==> config.mk <==
export PLATFORM = sky130hd
export DESIGN_NAME = segment_point_sampler_flat
export DESIGN_NICKNAME = d
export VERILOG_FILES = /design/src/rtl/sps_pkg.sv /design/src/rtl/sps_seg_if.sv /design/src/rtl/sps_pt_if.sv /design/src/rtl/segment_point_sampler.sv /design/src/rtl/sps_unit.sv /design/src/flat_wrapper.sv
export SDC_FILE = /design/constraint.sdc
export NUM_CORES = 2
export LEC_CHECK = 0
export ABC_AREA = 1
export BUFFER_PORTS_ARGS = -buffer_cell sky130_fd_sc_hd__buf_4
export CAP_MARGIN = 20
export CORE_MARGIN = 1.5
export CORE_UTILIZATION = 60
export CTS_BUF_LIST = sky130_fd_sc_hd__clkbuf_16
export DETAILED_ROUTE_END_ITERATION = 8
export PLACE_DENSITY = 0.87
export SLEW_MARGIN = 5
export SYNTH_ARGS = -nofsm -noshare
export SYNTH_HDL_FRONTEND = slang
export SYNTH_SLANG_ARGS = --single-unit
==> constraint.sdc <==
create_clock -name clk -period 11.15 [get_ports clk]
set_input_delay 1.115 -clock clk [delete_from_list [all_inputs] [get_ports clk]]
set_output_delay 1.115 -clock clk [all_outputs]
set_load 0.02 [all_outputs]
==> src/rtl/sps_pkg.sv <==
// segment point sampler: shared types and fixed widths
// used by the interfaces, the arithmetic unit and the top level; no dependencies
package sps_pkg;

  // payload widths
  localparam int COORD_W  = 16;
  localparam int RADIUS_W = 15;

  // internal fixed widths
  localparam int DELTA_W = 17;  // end - start
  localparam int SQ_W    = 34;  // dx^2 + dy^2
  localparam int ROOT_W  = 17;  // segment length
  localparam int DIR_W   = 18;  // direction in Q.16, signed
  localparam int SUB_W   = 21;  // shared compare-subtract

  localparam int ONE_Q16  = 65536;
  localparam int HALF_Q16 = 32768;

  // compare-subtract request and answer
  typedef struct packed {
    logic [SUB_W-1:0] a;
    logic [SUB_W-1:0] b;
  } sub_req_t;

  typedef struct packed {
    logic [SUB_W-1:0] diff;
    logic             ge;
  } sub_rsp_t;

endpackage

==> src/rtl/sps_seg_if.sv <==
// segment channel: valid/ready handshake carrying one segment and radius
// depends on sps_pkg
interface sps_seg_if;
  logic                                  valid;
  logic                                  ready;
  logic signed [sps_pkg::COORD_W-1:0]    start_x;
  logic signed [sps_pkg::COORD_W-1:0]    start_y;
  logic signed [sps_pkg::COORD_W-1:0]    end_x;
  logic signed [sps_pkg::COORD_W-1:0]    end_y;
  logic        [sps_pkg::RADIUS_W-1:0]   radius;

  modport source (output valid, start_x, start_y, end_x, end_y, radius, input ready);
  modport sink   (input valid, start_x, start_y, end_x, end_y, radius, output ready);
endinterface

==> src/rtl/sps_pt_if.sv <==
// point channel: valid/ready handshake carrying one sampled point
// depends on sps_pkg
interface sps_pt_if;
  logic                                valid;
  logic                                ready;
  logic signed [sps_pkg::COORD_W-1:0]  point_x;
  logic signed [sps_pkg::COORD_W-1:0]  point_y;
  logic                                last_point;
  logic                                count_capped;

  modport source (output valid, point_x, point_y, last_point, count_capped, input ready);
  modport sink   (input valid, point_x, point_y, last_point, count_capped, output ready);
endinterface

==> src/rtl/segment_point_sampler.sv <==
// segment point sampler top level: sequencer, root, divide and point stepping
// depends on sps_pkg, sps_seg_if, sps_pt_if and sps_unit
//
//   port  dir  payload                                       handshake
//   seg   in   start_x, start_y, end_x, end_y, radius        valid/ready
//   pt    out  point_x, point_y, last_point, count_capped    valid/ready
//
// one segment at a time: the squares, the root, the two direction divides
// (skipped on a zero-length segment), the point-limit check, then for each
// point the x product, the y product and the output wait, all on the one
// multiplier and the one bit-per-cycle compare-subtract of sps_unit
// rst (synchronous) empties the sequencer and the output register
// a stalled output holds the sequencer at the point that waits; the next
// segment is taken while the final point still waits to be taken
module segment_point_sampler #(
  parameter int MAX_POINTS = 64,
  parameter int COORD_BITS = 16
) (
  input  logic       clk,
  input  logic       rst,
  sps_seg_if.sink    seg,
  sps_pt_if.source   pt
);

  localparam int K_W     = $clog2(MAX_POINTS);
  localparam int DIST_W  = $clog2(2 * MAX_POINTS) + sps_pkg::RADIUS_W;
  localparam int MA_W    = DIST_W + 1;
  localparam int MB_W    = sps_pkg::DIR_W;
  localparam int PROD_W  = MA_W + MB_W;
  localparam int OFF_W   = PROD_W - 16;
  localparam int SUM_W   = (OFF_W + 1 > 33) ? OFF_W + 1 : 33;
  localparam int CAPK    = 2 * MAX_POINTS - 1;
  localparam int STEPS   = sps_pkg::ROOT_W - 1;

  localparam logic signed [SUM_W-1:0] CHI =
    SUM_W'((64'sd1 <<< (COORD_BITS - 1)) - 64'sd1);
  localparam logic signed [SUM_W-1:0] CLO = -CHI - SUM_W'(1);
  localparam logic [K_W-1:0] K_LAST = K_W'(MAX_POINTS - 1);

  // sequencer states
  localparam logic [3:0] S_IDLE = 4'd0;
  localparam logic [3:0] S_MDX  = 4'd1;
  localparam logic [3:0] S_MDY  = 4'd2;
  localparam logic [3:0] S_MSUM = 4'd3;
  localparam logic [3:0] S_SQ   = 4'd4;
  localparam logic [3:0] S_DV   = 4'd5;
  localparam logic [3:0] S_CAPM = 4'd6;
  localparam logic [3:0] S_CAPC = 4'd7;
  localparam logic [3:0] S_PX   = 4'd8;
  localparam logic [3:0] S_PY   = 4'd9;
  localparam logic [3:0] S_PW   = 4'd10;

  logic [3:0] state;

  // segment registers
  logic signed [sps_pkg::COORD_W-1:0]  sx, sy;
  logic signed [sps_pkg::DELTA_W-1:0]  dx, dy;
  logic        [sps_pkg::RADIUS_W-1:0] r;

  // root and divide registers
  logic [sps_pkg::SQ_W-1:0]    sumsq;
  logic [sps_pkg::SQ_W-1:0]    rad;
  logic [18:0]                 rem;
  logic [sps_pkg::ROOT_W-1:0]  quo;
  logic [sps_pkg::ROOT_W-1:0]  d;
  logic [4:0]                  cnt;
  logic                        div_y;
  logic signed [sps_pkg::DIR_W-1:0] ux, uy;

  // point stepping
  logic              capped;
  logic [DIST_W-1:0] span;
  logic [K_W-1:0]    k;
  logic [15:0]       px_sat;

  // output register
  logic        ovalid;
  logic [15:0] ox, oy;
  logic        olast, ocap;

  // shared unit connections
  logic                     mul_load;
  logic signed [MA_W-1:0]   mul_a;
  logic signed [MB_W-1:0]   mul_b;
  logic signed [PROD_W-1:0] prod;
  sps_pkg::sub_req_t        req;
  sps_pkg::sub_rsp_t        rsp;

  sps_unit #(
    .MA_W (MA_W),
    .MB_W (MB_W)
  ) u_unit (
    .clk      (clk),
    .mul_load (mul_load),
    .mul_a    (mul_a),
    .mul_b    (mul_b),
    .prod     (prod),
    .req      (req),
    .rsp      (rsp)
  );

  // magnitudes of the deltas for the divide
  logic [sps_pkg::DELTA_W-1:0] dx_mag, dy_mag, mag;
  logic                        nbit;
  assign dx_mag = dx[sps_pkg::DELTA_W-1] ? sps_pkg::DELTA_W'(-dx) : dx;
  assign dy_mag = dy[sps_pkg::DELTA_W-1] ? sps_pkg::DELTA_W'(-dy) : dy;
  assign mag    = div_y ? dy_mag : dx_mag;
  assign nbit   = (cnt == 5'(STEPS)) ? mag[0] : 1'b0;

  // signed quotient once the last bit is in
  logic [sps_pkg::ROOT_W-1:0]       quo_next;
  logic signed [sps_pkg::DIR_W-1:0] dir_mag, dir_val;
  logic                             dir_neg;
  assign quo_next = {quo[sps_pkg::ROOT_W-2:0], rsp.ge};
  assign dir_mag  = sps_pkg::DIR_W'({1'b0, quo_next});
  assign dir_neg  = div_y ? dy[sps_pkg::DELTA_W-1] : dx[sps_pkg::DELTA_W-1];
  assign dir_val  = dir_neg ? -dir_mag : dir_mag;

  // rounded offset from the product, added to the start and saturated
  logic signed [PROD_W-1:0]          prod_rnd;
  logic signed [OFF_W-1:0]           off;
  logic signed [sps_pkg::COORD_W-1:0] base;
  logic signed [SUM_W-1:0]           coord_sum;
  logic [15:0]                       coord_sat;
  always_comb begin
    prod_rnd = prod + PROD_W'(sps_pkg::HALF_Q16);
    off      = prod_rnd[PROD_W-1:16];
    base     = (state == S_PY) ? sx : sy;
    coord_sum = {{(SUM_W - sps_pkg::COORD_W){base[sps_pkg::COORD_W-1]}}, base}
              + {{(SUM_W - OFF_W){off[OFF_W-1]}}, off};
    if (coord_sum > CHI) begin
      coord_sat = CHI[15:0];
    end else if (coord_sum < CLO) begin
      coord_sat = CLO[15:0];
    end else begin
      coord_sat = coord_sum[15:0];
    end
  end

  // operand selection for the shared unit
  always_comb begin
    mul_load = 1'b0;
    mul_a    = '0;
    mul_b    = '0;
    req.a    = '0;
    req.b    = '0;
    case (state)
      S_MDX: begin
        mul_load = 1'b1;
        mul_a    = {{(MA_W - sps_pkg::DELTA_W){dx[sps_pkg::DELTA_W-1]}}, dx};
        mul_b    = {{(MB_W - sps_pkg::DELTA_W){dx[sps_pkg::DELTA_W-1]}}, dx};
      end
      S_MDY: begin
        mul_load = 1'b1;
        mul_a    = {{(MA_W - sps_pkg::DELTA_W){dy[sps_pkg::DELTA_W-1]}}, dy};
        mul_b    = {{(MB_W - sps_pkg::DELTA_W){dy[sps_pkg::DELTA_W-1]}}, dy};
      end
      S_SQ: begin
        req.a = {rem, rad[sps_pkg::SQ_W-1:sps_pkg::SQ_W-2]};
        req.b = sps_pkg::SUB_W'({quo, 2'b01});
      end
      S_DV: begin
        req.a = sps_pkg::SUB_W'({rem[16:0], nbit});
        req.b = sps_pkg::SUB_W'(d);
      end
      S_CAPM: begin
        mul_load = 1'b1;
        mul_a    = MA_W'(r);
        mul_b    = MB_W'(CAPK);
      end
      S_PX: begin
        mul_load = 1'b1;
        mul_a    = {1'b0, span};
        mul_b    = ux;
      end
      S_PY: begin
        mul_load = 1'b1;
        mul_a    = {1'b0, span};
        mul_b    = uy;
      end
      default: begin
        mul_load = 1'b0;
      end
    endcase
  end

  // output register free to take a point
  logic out_free, is_last;
  assign out_free = !ovalid || pt.ready;
  assign is_last  = (span >= DIST_W'(d)) || (k == K_LAST);

  assign seg.ready = (state == S_IDLE);

  // sequencer
  always_ff @(posedge clk) begin
    if (rst) begin
      state <= S_IDLE;
    end else begin
      case (state)
        S_IDLE: begin
          if (seg.valid) begin
            state <= S_MDX;
          end
        end
        S_MDX:  state <= S_MDY;
        S_MDY:  state <= S_MSUM;
        S_MSUM: state <= S_SQ;
        S_SQ: begin
          if (cnt == 5'd0) begin
            state <= (quo_next == '0) ? S_CAPM : S_DV;
          end
        end
        S_DV: begin
          if (cnt == 5'd0 && div_y) begin
            state <= S_CAPM;
          end
        end
        S_CAPM: state <= S_CAPC;
        S_CAPC: state <= S_PX;
        S_PX:   state <= S_PY;
        S_PY:   state <= S_PW;
        S_PW: begin
          if (out_free) begin
            state <= is_last ? S_IDLE : S_PX;
          end
        end
        default: state <= S_IDLE;
      endcase
    end
  end

  // datapath registers
  always_ff @(posedge clk) begin
    case (state)
      S_IDLE: begin
        if (seg.valid) begin
          sx <= seg.start_x;
          sy <= seg.start_y;
          dx <= {seg.end_x[15], seg.end_x} - {seg.start_x[15], seg.start_x};
          dy <= {seg.end_y[15], seg.end_y} - {seg.start_y[15], seg.start_y};
          r  <= seg.radius;
        end
      end
      S_MDY: begin
        sumsq <= prod[sps_pkg::SQ_W-1:0];
      end
      S_MSUM: begin
        rad <= sumsq + prod[sps_pkg::SQ_W-1:0];
        rem <= '0;
        quo <= '0;
        cnt <= 5'(STEPS);
      end
      S_SQ: begin
        rad <= rad << 2;
        if (cnt != 5'd0) begin
          rem <= rsp.ge ? rsp.diff[18:0] : req.a[18:0];
          quo <= quo_next;
          cnt <= cnt - 5'd1;
        end else begin
          d <= quo_next;
          if (quo_next == '0) begin
            // zero length: direction along x
            ux <= sps_pkg::DIR_W'(sps_pkg::ONE_Q16);
            uy <= '0;
          end else begin
            div_y <= 1'b0;
            rem   <= {3'b000, dx_mag[16:1]};
            quo   <= '0;
            cnt   <= 5'(STEPS);
          end
        end
      end
      S_DV: begin
        if (cnt != 5'd0) begin
          rem <= rsp.ge ? rsp.diff[18:0] : req.a[18:0];
          quo <= quo_next;
          cnt <= cnt - 5'd1;
        end else if (!div_y) begin
          ux    <= dir_val;
          div_y <= 1'b1;
          rem   <= {3'b000, dy_mag[16:1]};
          quo   <= '0;
          cnt   <= 5'(STEPS);
        end else begin
          uy <= dir_val;
        end
      end
      S_CAPC: begin
        capped <= ($unsigned(prod) < PROD_W'(d));
        span   <= DIST_W'(r);
        k      <= '0;
      end
      S_PY: begin
        px_sat <= coord_sat;
      end
      S_PW: begin
        if (out_free && !is_last) begin
          span <= span + DIST_W'({r, 1'b0});
          k    <= k + K_W'(1);
        end
      end
      default: begin
        cnt <= cnt;
      end
    endcase
  end

  // output register
  always_ff @(posedge clk) begin
    if (rst) begin
      ovalid <= 1'b0;
    end else if (state == S_PW && out_free) begin
      ovalid <= 1'b1;
    end else if (pt.ready) begin
      ovalid <= 1'b0;
    end
  end

  always_ff @(posedge clk) begin
    if (state == S_PW && out_free) begin
      ox    <= px_sat;
      oy    <= coord_sat;
      olast <= is_last;
      ocap  <= capped;
    end
  end

  assign pt.valid        = ovalid;
  assign pt.point_x      = ox;
  assign pt.point_y      = oy;
  assign pt.last_point   = olast;
  assign pt.count_capped = ocap;

endmodule

==> src/rtl/sps_unit.sv <==
// shared arithmetic unit: registered signed multiplier and combinational compare-subtract
// depends on sps_pkg
module sps_unit #(
  parameter int MA_W = 23,
  parameter int MB_W = 18
) (
  input  logic                          clk,
  input  logic                          mul_load,
  input  logic signed [MA_W-1:0]        mul_a,
  input  logic signed [MB_W-1:0]        mul_b,
  output logic signed [MA_W+MB_W-1:0]   prod,
  input  sps_pkg::sub_req_t             req,
  output sps_pkg::sub_rsp_t             rsp
);

  // product register, held while no new product is requested
  always_ff @(posedge clk) begin
    if (mul_load) begin
      prod <= mul_a * mul_b;
    end
  end

  // one compare-subtract, used a bit per cycle by root and divide
  always_comb begin
    rsp.diff = req.a - req.b;
    rsp.ge   = (req.a >= req.b);
  end

endmodule

==> src/flat_wrapper.sv <==
// flat-port wrapper written by rule: the top's interface ports become plain ports
module segment_point_sampler_flat 
#(
  parameter int MAX_POINTS = 64,
  parameter int COORD_BITS = 16
)
  (clk, rst, seg_valid, seg_start_x, seg_start_y, seg_end_x, seg_end_y, seg_radius, seg_ready, pt_valid, pt_point_x, pt_point_y, pt_last_point, pt_count_capped, pt_ready);
  sps_seg_if seg_i ();
  sps_pt_if pt_i ();
  input  logic clk;
  input  logic rst;
  input wire logic [$bits(seg_i.valid)-1:0] seg_valid;
  input wire logic [$bits(seg_i.start_x)-1:0] seg_start_x;
  input wire logic [$bits(seg_i.start_y)-1:0] seg_start_y;
  input wire logic [$bits(seg_i.end_x)-1:0] seg_end_x;
  input wire logic [$bits(seg_i.end_y)-1:0] seg_end_y;
  input wire logic [$bits(seg_i.radius)-1:0] seg_radius;
  output wire logic [$bits(seg_i.ready)-1:0] seg_ready;
  output wire logic [$bits(pt_i.valid)-1:0] pt_valid;
  output wire logic [$bits(pt_i.point_x)-1:0] pt_point_x;
  output wire logic [$bits(pt_i.point_y)-1:0] pt_point_y;
  output wire logic [$bits(pt_i.last_point)-1:0] pt_last_point;
  output wire logic [$bits(pt_i.count_capped)-1:0] pt_count_capped;
  input wire logic [$bits(pt_i.ready)-1:0] pt_ready;
  assign seg_i.valid = seg_valid;
  assign seg_i.start_x = seg_start_x;
  assign seg_i.start_y = seg_start_y;
  assign seg_i.end_x = seg_end_x;
  assign seg_i.end_y = seg_end_y;
  assign seg_i.radius = seg_radius;
  assign seg_ready = seg_i.ready;
  assign pt_valid = pt_i.valid;
  assign pt_point_x = pt_i.point_x;
  assign pt_point_y = pt_i.point_y;
  assign pt_last_point = pt_i.last_point;
  assign pt_count_capped = pt_i.count_capped;
  assign pt_i.ready = pt_ready;
  segment_point_sampler #(.MAX_POINTS(MAX_POINTS), .COORD_BITS(COORD_BITS)) u_core (.clk(clk), .rst(rst), .seg(seg_i), .pt(pt_i));
endmodule
==> metrics.md <==
| Metric | Value |
|---|---|
| DRC | `0` |
| Sequential Area | `0.0110 mm2` |
| Status | `completed` |
| Synthesis-stage register bit count | `369` |
| DP Wirelength | `93400 um` |
| Worst-skew pair later-pin latency | `0.61 ns` |
| Clock-pin transition on the worst setup and hold timing paths | `about 0.07 ns` |
| Die Span Y | `258 um` |
| DR vias | `33000` |
| Critical Path RT | `11.49 ns` |
| Final Cycle Share | `77.5%` |
| Core area | `around 0.064 mm2` |
| Clock sinks | `around 370` |
| Sw Pwr | `~5.4 mW` |
| Finished Cell Area | `0.0421 mm2` |
| Sequential power share | `21.6%` |
| Hold Violations, Final | `0` |
| Initial antenna violation count | `3` |
| Gp weighted congestion | `1.06` |
| TNS Setup | `0 ns` |
| RSZ-0062 raised after global routing | `no` |
| Die area | `0.0665 mm2` |
| Leakage | `20.4 nW` |
| Layout net count | `5533` |
| Area delta synth->final | `8.05%` |
| Yosys warnings | `0` |
| Syn nets | `5441` |
| Initial detailed-routing violation count | `between 4000 and 5000` |
| Critical path peak fanout | `14` |
| Htree depth | `2` |
| Share of layout cells above drive strength 1 | `6.00%` |
| Row Count | `93` |
| CTS Buf Count | `41` |
| Crit path top cell by count | `inv_1` |
| First-pass GRT wire length | `182000 um` |
| CP peak stage delay | `0.81 ns` |
| Netlist Area Pre-Place | `0.0390 mm2` |
| Die span in x | `258 um` |
| Grt total ovfl | `0` |
| PD cells | `250 mW/mm2` |
| Register area share after synthesis | `28.3%` |
| Hold WC Path Type | `reg2reg` |
| Filler Cell Count | `5249` |
| Via density | `5.84` |
| Detail Route Antenna Nets | `0` |
| Worst Skew | `0.0315 ns` |
| Worst path slowest cell | `inv_1` |
| Comb pwr share | `65.5%` |
| Async set-or-reset flop fraction in the synthesized netlist | `0%` |
| Placed instance area | `0.0407 mm2` |
| Crit Path Category | `reg2reg` |
| Multi-input logic area | `about 0.024 mm2` |
| Vias in the first global route | `32200` |
| Max IR drop VDD | `0.161 mV` |
| Final setup violation count | `0` |
| Port bufs | `118` |
| Startpoint Class | `flip-flop` |
| Num ports | `between 100 and 150` |
| Largest net degree at the start of global routing | `67` |
| Post-synth top flop | `edfxtp_1` |
| Avg Cell Area, Syn | `8.34 um2` |
| Rel. slew slack | `between 20% and 30%` |
| CTS tree | `done` |
| Synth Instances | `between 4000 and 5000` |
| DR pass1 iterations | `7` |
| # hold bufs at CTS | `0` |
| Root Driver | `clkbuf_16` |
| Min Tclk post-route | `8.64 ns` |
| Most frequent cells in the layout | `inv_1, nand2_1, nor2_1, fa_1, edfxtp_1` |
| Hold WS | `0.420 ns` |
| Post_cts resized | `0` |
| GRT Util Overall | `35.6%` |
| Commonest non-fill, non-tap cell in the layout | `inv_1` |
| WL final | `118000 um` |
| Max-Cap Viols | `0` |
| Switching share of power | `51.8%` |
| CP Capture Type | `flip-flop` |
| Post-synth EDFFs | `364` |
| Routed len/inst | `20.8 um` |
| Worst slew pin tran | `1.05 ns` |
| Maximum clock frequency | `0.116 GHz` |
| CTS Buffer Depth | `3` |
| Max Slew Vio Count | `0` |
| Clock power frac | `12.9%` |
| Post-CTS Setup Bufs | `0` |
| Starting Density | `60.6%` |
| Arr. time, crit path | `8.99 ns` |
| Pint | `~5.1 mW` |
| Cell variety after synth | `59` |
==> cells in the mapped netlist, types with 8 or more instances <==
cell,count,area share [%]
nand3_1,145,1.9
nor2_1,424,4.1
a21o_1,19,0.37
nor3_1,44,0.56
buf_2,53,0.68
o21bai_1,25,0.48
a31oi_1,26,0.42
or2_2,16,0.26
a22o_1,23,0.52
xnor2_1,58,1.3
o21ai_0,169,2.2
ha_1,267,8.6
xor2_1,84,1.9
buf_4,9,0.17
fa_1,415,21
nand3b_1,10,0.19
a211oi_1,9,0.17
nor4_1,22,0.35
nand2_1,990,9.5
inv_1,1032,9.9
o211ai_1,14,0.27
inv_2,15,0.14
nor2_2,11,0.18
nand4_1,37,0.59
a21oi_1,230,3.0
clkbuf_1,31,0.30
o22ai_1,48,0.77
o31ai_1,8,0.15
edfxtp_1,364,28
==> state kept, by name (all words and copies together) (netlist names), 17 cells and up <==
name                count
u_core.rad             34
u_core.u_unit.prod     41
u_core.span            22
u_core.ux              18
u_core.rem             19
u_core.sumsq           34
u_core.dy              17
u_core.quo             17
u_core.uy              18
u_core.dx              17
u_core.d               17
==> critical path: cells and delay by family, from the launching register on <==
family / cells / cell delay, ns
AOI/OAI and AO/OA: 4 / 1.28
buffers and inverters: 9 / 1.67
and+or+nand+nor: 10 / 1.54
adders and majority gates: 7 / 3.53
DFF: 1 / 0.36
==> area by class of cell <==
| cell class | instances | area share [%] |
|---|---|---|
| antenna | 4 | 0.0238 |
| clock inverter | 34 | 0.752 |
| inverter | 1048 | 9.34 |
| multi-input combinational | 3158 | 56.0 |
| timing repair buffer | 150 | 2.73 |
| sequential | 369 | 26.2 |
| tap | 855 | 2.54 |
| clock buffer | 41 | 2.44 |
==> metal layers <==
layer / global-route usage [%] / part of all wire (%)
met1: 47.8 / 38
met2: 55.0 / 44
met3: 8.89 / 12
met4: 15.7 / 5.1
met5: 0 / 0
==> per-stage QoR <==
step	worst slack, ns	util [%]	std cells	total power, mW
finish	2.51	65.5	5659	10.5
floorplan	3.19	-	4676	7.09
global route	2.25	65.4	5655	11.3
detailed placement	2.15	63.3	5578	8.98
CTS	2.14	65.4	5653	10.4
global placement	2.30	63.3	5578	8.86
==> final timing paths <==
path	startpoint	end	slack, ns	depth (start not counted)
hold / removal	u_core.px_sat[9]$_DFFE_PN_	u_core.pt.point_x[9]$_DFFE_PP_	0.42	0
setup reg to reg	u_core.state[0]$_SDFFE_PP0P_	u_core.u_unit.prod[28]$_DFFE_PP_	2.51	30
hold reg to reg	u_core.px_sat[9]$_DFFE_PN_	u_core.pt.point_x[9]$_DFFE_PP_	0.42	0
setup / recovery	u_core.state[0]$_SDFFE_PP0P_	u_core.u_unit.prod[28]$_DFFE_PP_	2.51	30
==> power by group through the flow <==
stage               Combinational, mW  Sequential (mW)  Clock [mW]
detailed placement               6.70             2.29           0
finish                           6.89             2.27        1.36
global route                     7.65             2.29        1.41
floorplan                        4.90             2.19           0
global placement                 6.58             2.28           0
CTS                              6.75             2.26        1.36
==> cells by family (layout without fill, tap and decap cells) <==
family / count (synthesis) / in the layout / share of synthesized area [%]
fa+ha+maj: 682 / 682 / 29.9
flops: 369 / 369 / 28.3
other cells: 0 / 4 / 0
buf+inv: 1149 / 1273 / 11.4
simple gates: 1726 / 1726 / 18.2
compound gates: 608 / 608 / 9.03
xor+xnor: 142 / 142 / 3.19
(Power assumes the default switching activity.)
